$ cat src/rtl/uces_pkg.sv
package uces_pkg;

	localparam int MaxRow = 4096;
	localparam int ColBits = 12;
	localparam int ValBits = 32;
	localparam int RhoBits = 31;
	localparam int GainBits = 31;
	localparam int RegIdxBits = 2;
	localparam int CfgBits = 31;
	localparam int FifoDepth = 2;

	localparam logic [RegIdxBits-1:0] REG_ROW_WIDTH = 2'd0;
	localparam logic [RegIdxBits-1:0] REG_GAIN_X = 2'd1;
	localparam logic [RegIdxBits-1:0] REG_GAIN_Y = 2'd2;

	localparam logic [16:0] HalfW = 17'd32768;
	localparam logic [16:0] OneW = 17'd65536;

	typedef struct packed {
		logic signed [ValBits-1:0] flux_b;
		logic signed [ValBits-1:0] emf;
		logic [RhoBits-1:0] rho;
		logic signed [ValBits-1:0] mflux;
	} cell_rec_t;

	typedef struct packed {
		logic signed [ValBits-1:0] flux_b;
		logic signed [ValBits-1:0] emf;
		logic [RhoBits-1:0] rho;
		logic signed [ValBits-1:0] mflux;
	} row_rec_t;

	typedef struct packed {
		logic signed [ValBits:0] e1j;
		logic signed [ValBits:0] e1jm;
		logic signed [ValBits-1:0] e2i;
		logic signed [ValBits-1:0] e2im;
		logic signed [ValBits-1:0] cc;
		logic signed [ValBits-1:0] cl;
		logic signed [ValBits-1:0] ca;
		logic signed [ValBits-1:0] cbl;
		logic signed [ValBits-1:0] flux0;
		logic signed [ValBits-1:0] flux1;
		logic signed [ValBits-1:0] flux2;
		logic signed [ValBits-1:0] flux3;
		logic [RhoBits:0] den0;
		logic [RhoBits:0] den1;
		logic [RhoBits:0] den2;
		logic [RhoBits:0] den3;
		logic [GainBits-1:0] gain_x;
		logic [GainBits-1:0] gain_y;
		logic [ColBits-1:0] col;
		logic [ColBits-1:0] row;
	} job_t;

	typedef enum logic [1:0] {
		FE_TAKE,
		FE_MUL,
		FE_EMF,
		FE_EMIT
	} fe_state_t;

	typedef enum logic [2:0] {
		BK_IDLE,
		BK_MUL,
		BK_DIV,
		BK_ACC,
		BK_OUT
	} bk_state_t;

	function automatic logic signed [ValBits-1:0] sat_val(input logic signed [95:0] v);
		logic signed [95:0] vmax;
		logic signed [95:0] vmin;
		vmax = 96'sd2147483647;
		vmin = -96'sd2147483648;
		if (v > vmax) begin
			return 32'sh7fffffff;
		end else if (v < vmin) begin
			return 32'sh80000000;
		end
		return v[ValBits-1:0];
	endfunction

endpackage

$ cat src/rtl/uces_fifo.sv
module uces_fifo import uces_pkg::*; (
	input  logic clk,
	input  logic arst_n,
	input  logic wr_valid,
	output logic wr_ready,
	input  job_t wr_data,
	output logic rd_valid,
	input  logic rd_ready,
	output job_t rd_data
);

	job_t mem_q [FifoDepth];
	logic wp_q, rp_q;
	logic [1:0] cnt_q;

	assign wr_ready = (cnt_q != 2'd2);
	assign rd_valid = (cnt_q != 2'd0);
	assign rd_data = mem_q[rp_q];

	always_ff @(posedge clk) begin
		if (wr_valid && wr_ready) mem_q[wp_q] <= wr_data;
	end

	always_ff @(posedge clk or negedge arst_n) begin
		if (!arst_n) begin
			wp_q <= 1'b0;
			rp_q <= 1'b0;
			cnt_q <= 2'd0;
		end else begin
			if (wr_valid && wr_ready) wp_q <= ~wp_q;
			if (rd_valid && rd_ready) rp_q <= ~rp_q;
			cnt_q <= cnt_q + 2'(wr_valid && wr_ready) - 2'(rd_valid && rd_ready);
		end
	end

	property p_no_over;
		@(posedge clk) disable iff (!arst_n) cnt_q <= 2'd2;
	endproperty
	assert property (p_no_over) else $error("queue count out of range");

endmodule

$ cat config.mk
export PLATFORM = sky130hd
export DESIGN_NAME = uces_fifo
export DESIGN_NICKNAME = d
export VERILOG_FILES = /design/src/rtl/uces_pkg.sv /design/src/rtl/uces_fifo.sv
export SDC_FILE = /design/constraint.sdc
export NUM_CORES = 1
export LEC_CHECK = 0
export BUFFER_PORTS_ARGS = -buffer_cell sky130_fd_sc_hd__buf_2
export CAP_MARGIN = 10
export CORE_AREA = 2 2 474 476
export CTS_CLUSTER_SIZE = 14
export DETAILED_ROUTE_END_ITERATION = 7
export DIE_AREA = 0 0 476 478
export PLACE_DENSITY = 0.42
export SLEW_MARGIN = 25
export SYNTH_ARGS = -nofsm -noshare
export SYNTH_HDL_FRONTEND = slang
export SYNTH_SLANG_ARGS = --single-unit
$ cat constraint.sdc
create_clock -name clk -period 38.2 [get_ports clk]
set_input_delay 3.82 -clock clk [delete_from_list [all_inputs] [get_ports clk]]
set_output_delay 3.82 -clock clk [all_outputs]
set_load 0.03 [all_outputs]
==> summary.txt, run 1 <==
Setup path
  • Largest stage delay, worst path: between 0.8 and 0.9 ns
  • Highest-delay cell along the critical path: sky130_fd_sc_hd__dfrtp_4
  • Critical path, cell by cell: buf_4 -> buf_4 -> buf_4 -> mux2_2 -> buf_2
  • Terminus of the critical flop-to-flop path: mem_q[0][420]
  • CP Buf/Inv Count: 4
  • Startpoint types: register
  • Reg-to-reg setup timing slack: 34.34 ns
  • Critical path capture point type: primary output
  • Max Fanout on Critical Path: 66
  • Cells on worst reg2reg path: 6
  • Reg-to-reg startpoint: cnt_q[0]
  • Arrival @ worst endpoint: 4.65 ns
  • Largest delay contributor family on the critical path: buffers and inverters
  • Most common cell type on the critical path: sky130_fd_sc_hd__buf_4
  • Setup CP Type: register to primary output
  • Critical Path RT: 34.38 ns

Timing
  • Tightest hold margin: 0.518 ns
  • Post-layout min period: 8.47 ns
  • Number of endpoints with negative hold slack in the final report: 0
  • Max-slew violation total from the final report: 0
  • Max-slew headroom at the worst pin: 0.344
  • Worst-margin pin slew: between 0.9 and 1 ns
  • Maximum clock frequency: 118 MHz
  • Setup TNS: 0 ns
  • Worst Setup Slack, final: 29.73 ns
  • Setup repair after global routing missed its margin: false
  • Share of the clock period used by the worst path after layout: 0.222
  • Clk_skew: 0.0231 ns
  • Setup violation total in the final timing report: 0

Clock tree
  • Clock Root Buffer: sky130_fd_sc_hd__clkbuf_16
  • Maximum clock path buffer count: 3
  • Worst-skew pair later-pin latency: 0.75 ns
  • CTS clock-pin slew for the worst setup and hold paths: 0.05 ns
  • Number of buffers inserted during clock tree synthesis: 140
  • Cells resized by post-CTS repair: 0
  • Number of clock sinks seen by CTS: 1,204
  • Number of buffers added to fix hold violations after cts: 0
  • Htree depth: 4
  • Post-CTS Repair Setup Buffers: 0
  • TritonCTS clock tree: yes

Place
  • Post-place instance area: 53,000 sq um
  • Routability cong.: 0.919
  • Worst Setup Slack post-DPL: approximately 30 ns
  • Cells after DPL: 6,039
  • Half-perimeter wire length after detailed placement: about 110,000 um
  • Count of input and output buffers: 1,205

Synthesis
  • Biggest area contributors in the synthesized netlist: sky130_fd_sc_hd__edfxtp_1 82%, sky130_fd_sc_hd__mux2_2 15%, sky130_fd_sc_hd__buf_6 1.7%
  • Sequential-to-total area share from yosys stat: 0.826
  • Number of synthesized register bits: around 1,200
  • Number of unique standard cell types used by synthesis: 15
  • Yosys top cell by area: sky130_fd_sc_hd__edfxtp_1
  • Avg Cell Area, Syn: 23.2 sq um
  • Dominant register cell in the synthesized netlist: sky130_fd_sc_hd__edfxtp_1
  • Most frequent cell after synthesis: sky130_fd_sc_hd__edfxtp_1
  • Post-synthesis net count: ~2,500
  • Synthesis Warnings: 0
  • Commonest cells in the netlist: 1,200 x sky130_fd_sc_hd__edfxtp_1, 600 x sky130_fd_sc_hd__mux2_2, 66 x sky130_fd_sc_hd__buf_6
  • Share of async-settable or async-resettable flops after synthesis: 0.00332
  • Netlist area before placement: approximately 44,000 sq um
  • Post-synth top area share: 0.824
  • Number of synthesized flops with an enable pin: 1,200
  • Count of mapped cells out of synthesis: 1,884

Detailed routing
  • Total Wirelength: 148,000 um
  • Wirelength per Cell: 23.5 um
  • Remaining DRCs: 0
  • 1st-pass router iterations: 5
  • Via density per instance: 3.72
  • Antenna-violating nets left: 0
  • DRC violation total after the first TritonRoute iteration: approximately 1,500
  • Total vias in the final route: around 23,000

Flow run
  • Max-cap violations: 0

Cells and area
  • Post-layout nets: between 3,000 and 4,000
  • Growth of design area from synthesis to finish: 31.7%
  • Core utilization of the finished layout: 0.258
  • Fraction of layout instances using a drive strength above 1: 0.615
  • Final instance count without filler cells: roughly 6,300
  • Total non-filler cell area in the finished layout: 57,600 sq um

Die
  • Height of the die: 478 um
  • Initial core utilization: 0.196
  • Core box area: 223,000 sq um
  • Standard-cell row count: 174
  • Floorplan die width: 476 um
  • Area enclosed by the die boundary: 228,000 sq um
  • I/O Pins: 1,206

GRT
  • Largest net degree at the start of global routing: 147
  • Number of global-route vias before repair: 24,300
  • Overall fraction of global-route tracks in use: 0.125
  • Antenna violations before repair: 110
  • Overflow left after global routing: 0
  • Wire length of the first global-routing pass: between 150,000 and 200,000 um

Power and ir drop
  • Pwr Total: 4.98 mW
  • Peak supply drop: 0.0542 mV
  • Power density over cell area: 86.5 nW/um^2
  • Leakage power of the design: 20.6 nW

Worst hold path
  • Startpoint of the tightest hold check path: cnt_q[0]
  • Type of the worst min-delay path: register to register
  • Cell count of the worst hold path: 1
  • Endpoint of the worst hold-timing path: cnt_q[0]

Run status
  • Status: completed
-- worst max-delay path by stage --
stage | from | endpoint | depth (start not counted)
2_1_floorplan | wr_valid | mem_q[0][0] | 2
6_report | rp_q | rd_data[355] | 5
5_1_grt | rp_q | rd_data[346] | 5
4_1_cts | rp_q | rd_data[355] | 5
3_3_place_gp | rp_q | rd_data[29] | 5
3_5_place_dp | rp_q | rd_data[79] | 5
-- metal layers --
metal	share of wire	GRT usage	up-vias
li1	-	-	10200
met1	0.38	0.138	11700
met2	0.48	0.210	1067
met3	0.11	0.0609	323
met4	0.026	0.0365	88
met5	0.0038	0	-
-- power breakdown --
| part | internal, mW | switching (mW) | total, mW |
|---|---|---|---|
| sequential | 1.81 | 0.0873 | 1.90 |
| combinational | 0.534 | 1.23 | 1.77 |
| clock | 0.776 | 0.543 | 1.32 |
| total | 3.12 | 1.86 | 4.98 |
-- placed cells by master (no fill, tap or decap), types with 4 or more instances in the layout --
cell,n
sky130_fd_sc_hd__edfxtp_1,1200
sky130_fd_sc_hd__clkbuf_16,143
sky130_fd_sc_hd__mux2_2,600
sky130_fd_sc_hd__buf_2,1205
sky130_fd_sc_hd__clkbuf_1,33
sky130_fd_sc_hd__diode_2,35
sky130_fd_sc_hd__inv_6,5
sky130_fd_sc_hd__buf_4,19
sky130_fd_sc_hd__bufinv_16,13
sky130_fd_sc_hd__clkinv_2,15
sky130_fd_sc_hd__buf_12,4
sky130_fd_sc_hd__clkinv_1,18
-- area by class of cell --
class | instances | area [sq um]
clock buffer | 176 | 3700
inverter | 1 | 3.75
tap | 2992 | 3740
multi-input combinational | 612 | 6860
timing repair buffer | 1230 | 6290
antenna | 35 | 87.6
clock inverter | 62 | 763
sequential | 1204 | 36100
fill | 22900 | 166000
-- registers in the layout (all words and copies together), names as in the netlist --
| name | flops |
|---|---|
| mem_q | 1200 |
| cnt_q | 2 |
| rp_q | 1 |
| wp_q | 1 |
-- logic make-up after synthesis --
kind of cell	after synthesis	share of synthesized area
adders and majority gates	2	0.000572
muxes	600	0.154
buffers and inverters	68	0.0172
xor gates and xnor gates	4	0.000801
DFF	1204	0.826
and+or+nand+nor	6	0.000744
Note: power is estimated with default switching activity, not from simulation.
==> inputs of run 2 (changes only) <==
==> constraint.sdc (replaced) <==
create_clock -name clk -period 8.4 [get_ports clk]
set_input_delay 0.84 -clock clk [delete_from_list [all_inputs] [get_ports clk]]
set_output_delay 0.84 -clock clk [all_outputs]
set_load 0.03 [all_outputs]
==> run 2 against run 1 <==
Largest cell class unchanged. Critical path type unchanged. Sequential power rose to 4.5 times the previous value. Sequential cell count unchanged. Worst hold slack worse by 0.26 ns. Non-clock buffer count up 9. Highest routed layer unchanged. Global-route usage is 0.29 points lower. Critical path depth shrank 1. Critical endpoint is now rd_data[343].
==> summary.txt, run 2 (synthesis results as in run 1) <==
Run status
  • Status: completed

Place
  • Routability cong.: 0.814 (-12%)
  • Count of input and output buffers: 1,205 (unchanged)
  • Cells after DPL: 6,047 (+0.13%)
  • Half-perimeter wire length after detailed placement: 109,000 um (-0.65%)

Die
  • Standard-cell row count: 174 (unchanged)
  • Area enclosed by the die boundary: 228,000 sq um (unchanged)
  • I/O Pins: 1,206 (unchanged)
  • Height of the die: 478 um (unchanged)
  • Floorplan die width: 476 um (unchanged)
  • Initial core utilization: 0.196 (unchanged)
  • Core box area: 223,000 sq um (unchanged)

Setup path
  • Arrival @ worst endpoint: 3.64 ns (-1.01 ns)
  • Critical path, cell by cell: buf_12 -> buf_4 -> mux2_2 -> buf_2
  • Max Fanout on Critical Path: 123 (+86%)
  • Largest delay contributor family on the critical path: buffers and inverters
  • Startpoint types: register
  • CP Buf/Inv Count: 3 (-1)
  • Highest-delay cell along the critical path: sky130_fd_sc_hd__dfrtp_4
  • Critical Path RT: 7.56 ns (-26.82 ns)
  • Largest stage delay, worst path: 0.94 ns (+0.07 ns)
  • Critical path capture point type: primary output
  • Setup CP Type: register to primary output

Cells and area
  • Leading cell type in the layout, fill and taps excluded: sky130_fd_sc_hd__buf_2
  • Reg with most FFs: mem_q
  • Final instance count without filler cells: 6,326 (+0.22%)
  • Leading registers by flop count: mem_q x1200, cnt_q x2
  • Post-layout nets: 3,804 (+0.24%)
  • Fraction of layout instances using a drive strength above 1: 0.618 (+0.00289)
  • Commonest non-fill, non-tap cells in the layout: 1,205 x sky130_fd_sc_hd__buf_2, 1,200 x sky130_fd_sc_hd__edfxtp_1, 600 x sky130_fd_sc_hd__mux2_2
  • Growth of design area from synthesis to finish: 32.1%
  • Max reg flops: 1,200 (unchanged)

Clock tree
  • Number of clock sinks seen by CTS: 1,204 (unchanged)
  • Cells resized by post-CTS repair: 0 (unchanged)
  • TritonCTS clock tree: yes
  • CTS clock-pin slew for the worst setup and hold paths: 0.06 ns (about the same)
  • Worst-skew pair later-pin latency: 0.77 ns (+0.02 ns)
  • Maximum clock path buffer count: 3 (unchanged)
  • Number of buffers added to fix hold violations after cts: 1 (+1)
  • Post-CTS Repair Setup Buffers: 0 (unchanged)
  • Number of buffers inserted during clock tree synthesis: 140 (unchanged)
  • Htree depth: 4 (unchanged)
  • Clock Root Buffer: sky130_fd_sc_hd__clkbuf_16

Timing
  • Clk_skew: 0.0252 ns (+0.00209 ns)
  • Max-slew violation total from the final report: 0 (unchanged)
  • Worst-margin pin slew: 1.11 ns (+0.126 ns)
  • Post-layout min period: roughly 4.5 ns
  • Setup violation total in the final timing report: 0 (unchanged)
  • Setup TNS: 0 ns (unchanged)
  • Share of the clock period used by the worst path after layout: 0.533
  • Max-slew headroom at the worst pin: 0.261 (-0.0837)
  • Number of endpoints with negative hold slack in the final report: 0 (unchanged)
  • Setup repair after global routing missed its margin: false
  • Maximum clock frequency: 223 MHz

Detailed routing
  • Antenna-violating nets left: 0 (unchanged)
  • Total Wirelength: 145,000 um (-2.4%)
  • Via density per instance: 3.70 (-0.47%)
  • Wirelength per Cell: 22.9 um (-2.7%)
  • 1st-pass router iterations: 7 (+2)
  • Remaining DRCs: 0 (unchanged)
  • Total vias in the final route: 23,400 (-0.25%)
  • DRC violation total after the first TritonRoute iteration: 1,119 (-27%)

GRT
  • Antenna violations before repair: 111 (+0.91%)
  • Overflow left after global routing: 0 (unchanged)
  • Number of global-route vias before repair: 24,500 (+0.65%)
  • Overall fraction of global-route tracks in use: 0.122 (-0.00290)
  • Largest net degree at the start of global routing: 135 (-8.2%)
  • Wire length of the first global-routing pass: 194,000 um (-2.0%)

Power and ir drop
  • Leakage power of the design: 20.7 nW (+0.43%)
  • Clk pwr share: 0.264 (about the same)
  • Register share of total power: 0.375 (-0.006)
  • Peak supply drop: 0.196 mV (+260%)
  • Proportion of total power due to net switching: 0.375 (+0.00118)
  • P_sw: 8.52 mW (+360%)
  • Power density over cell area: 393 nW/um^2 (+350%)
  • Share of total power in combinational logic: 0.361 (+0.007)
  • Cell internal pwr: 14.2 mW (+360%)

Worst hold path
  • Type of the worst min-delay path: primary input to register

Flow run
  • Max-cap violations: 0 (unchanged)
run 2: changes by cell type in the layout (fill, tap and decap cells not counted), moves of 2 or more:
cell	previous run	this run
sky130_fd_sc_hd__clkinv_2	15	23
sky130_fd_sc_hd__clkbuf_1	33	23
sky130_fd_sc_hd__buf_12	4	11
sky130_fd_sc_hd__clkinv_1	18	25
sky130_fd_sc_hd__clkinv_4	3	1
sky130_fd_sc_hd__diode_2	35	32
sky130_fd_sc_hd__clkinvlp_4	1	6
sky130_fd_sc_hd__buf_4	19	22
run 2: final cells by class:
type / instances / area (sq um)
Sequential cell: 1204 / 36100
Inverter: 1 / 3.75
Fill cell: 23000 / 165000
Tap cell: 2992 / 3740
Antenna cell: 32 / 80.1
Multi-Input combinational cell: 612 / 6880
Clock inverter: 79 / 830
Clock buffer: 167 / 3690
Timing Repair Buffer: 1239 / 6430
run 2: through the flow:
stage	util	power (mW)	setup slack [ns]	hold slack, ns	cell area (sq um)
2_1_floorplan	-	14.7	-1.82	0.483	43800
3_3_place_gp	0.238	17.1	4.72	0.503	53200
3_5_place_dp	0.238	17.1	4.70	0.508	53200
4_1_cts	0.259	23.2	3.79	0.146	57700
5_1_grt	0.259	23.7	3.69	0.178	57700
6_report	0.259	22.7	3.92	0.256	57800
run 2: path summary, 6_finish.rpt:
path	start	to	slack (ns)	depth (start not counted)
worst min register to register	cnt_q[0]	cnt_q[0]	0.53	1
worst max register to register	cnt_q[1]	mem_q[0][227]	5.13	6
max in group asynchronous	arst_n	rp_q	7.74	2
worst min-delay path	wr_data[388]	mem_q[0][388]	0.26	1
min in group asynchronous	arst_n	wp_q	0.50	2
worst max-delay path	rp_q	rd_data[343]	3.92	4
run 2: layer usage:
metal  share of wire  vias to the layer above  global-route usage
met5          0.0039                        -                   0
met4           0.025                       86              0.0331
met3            0.12                      326              0.0641
met2            0.50                     1041               0.214
met1            0.35                    11700               0.125
li1                -                    10300                   -
run 2: power groups by stage:
stage | Sequential [mW] | Clock [mW] | Combinational, mW
after global routing | 8.64 | 6.43 | 8.67
after global placement | 8.63 | 0 | 8.43
final | 8.52 | 6.00 | 8.21
after CTS | 8.54 | 6.23 | 8.43
after floorplan | 8.99 | 0 | 5.73
after detailed placement | 8.66 | 0 | 8.40
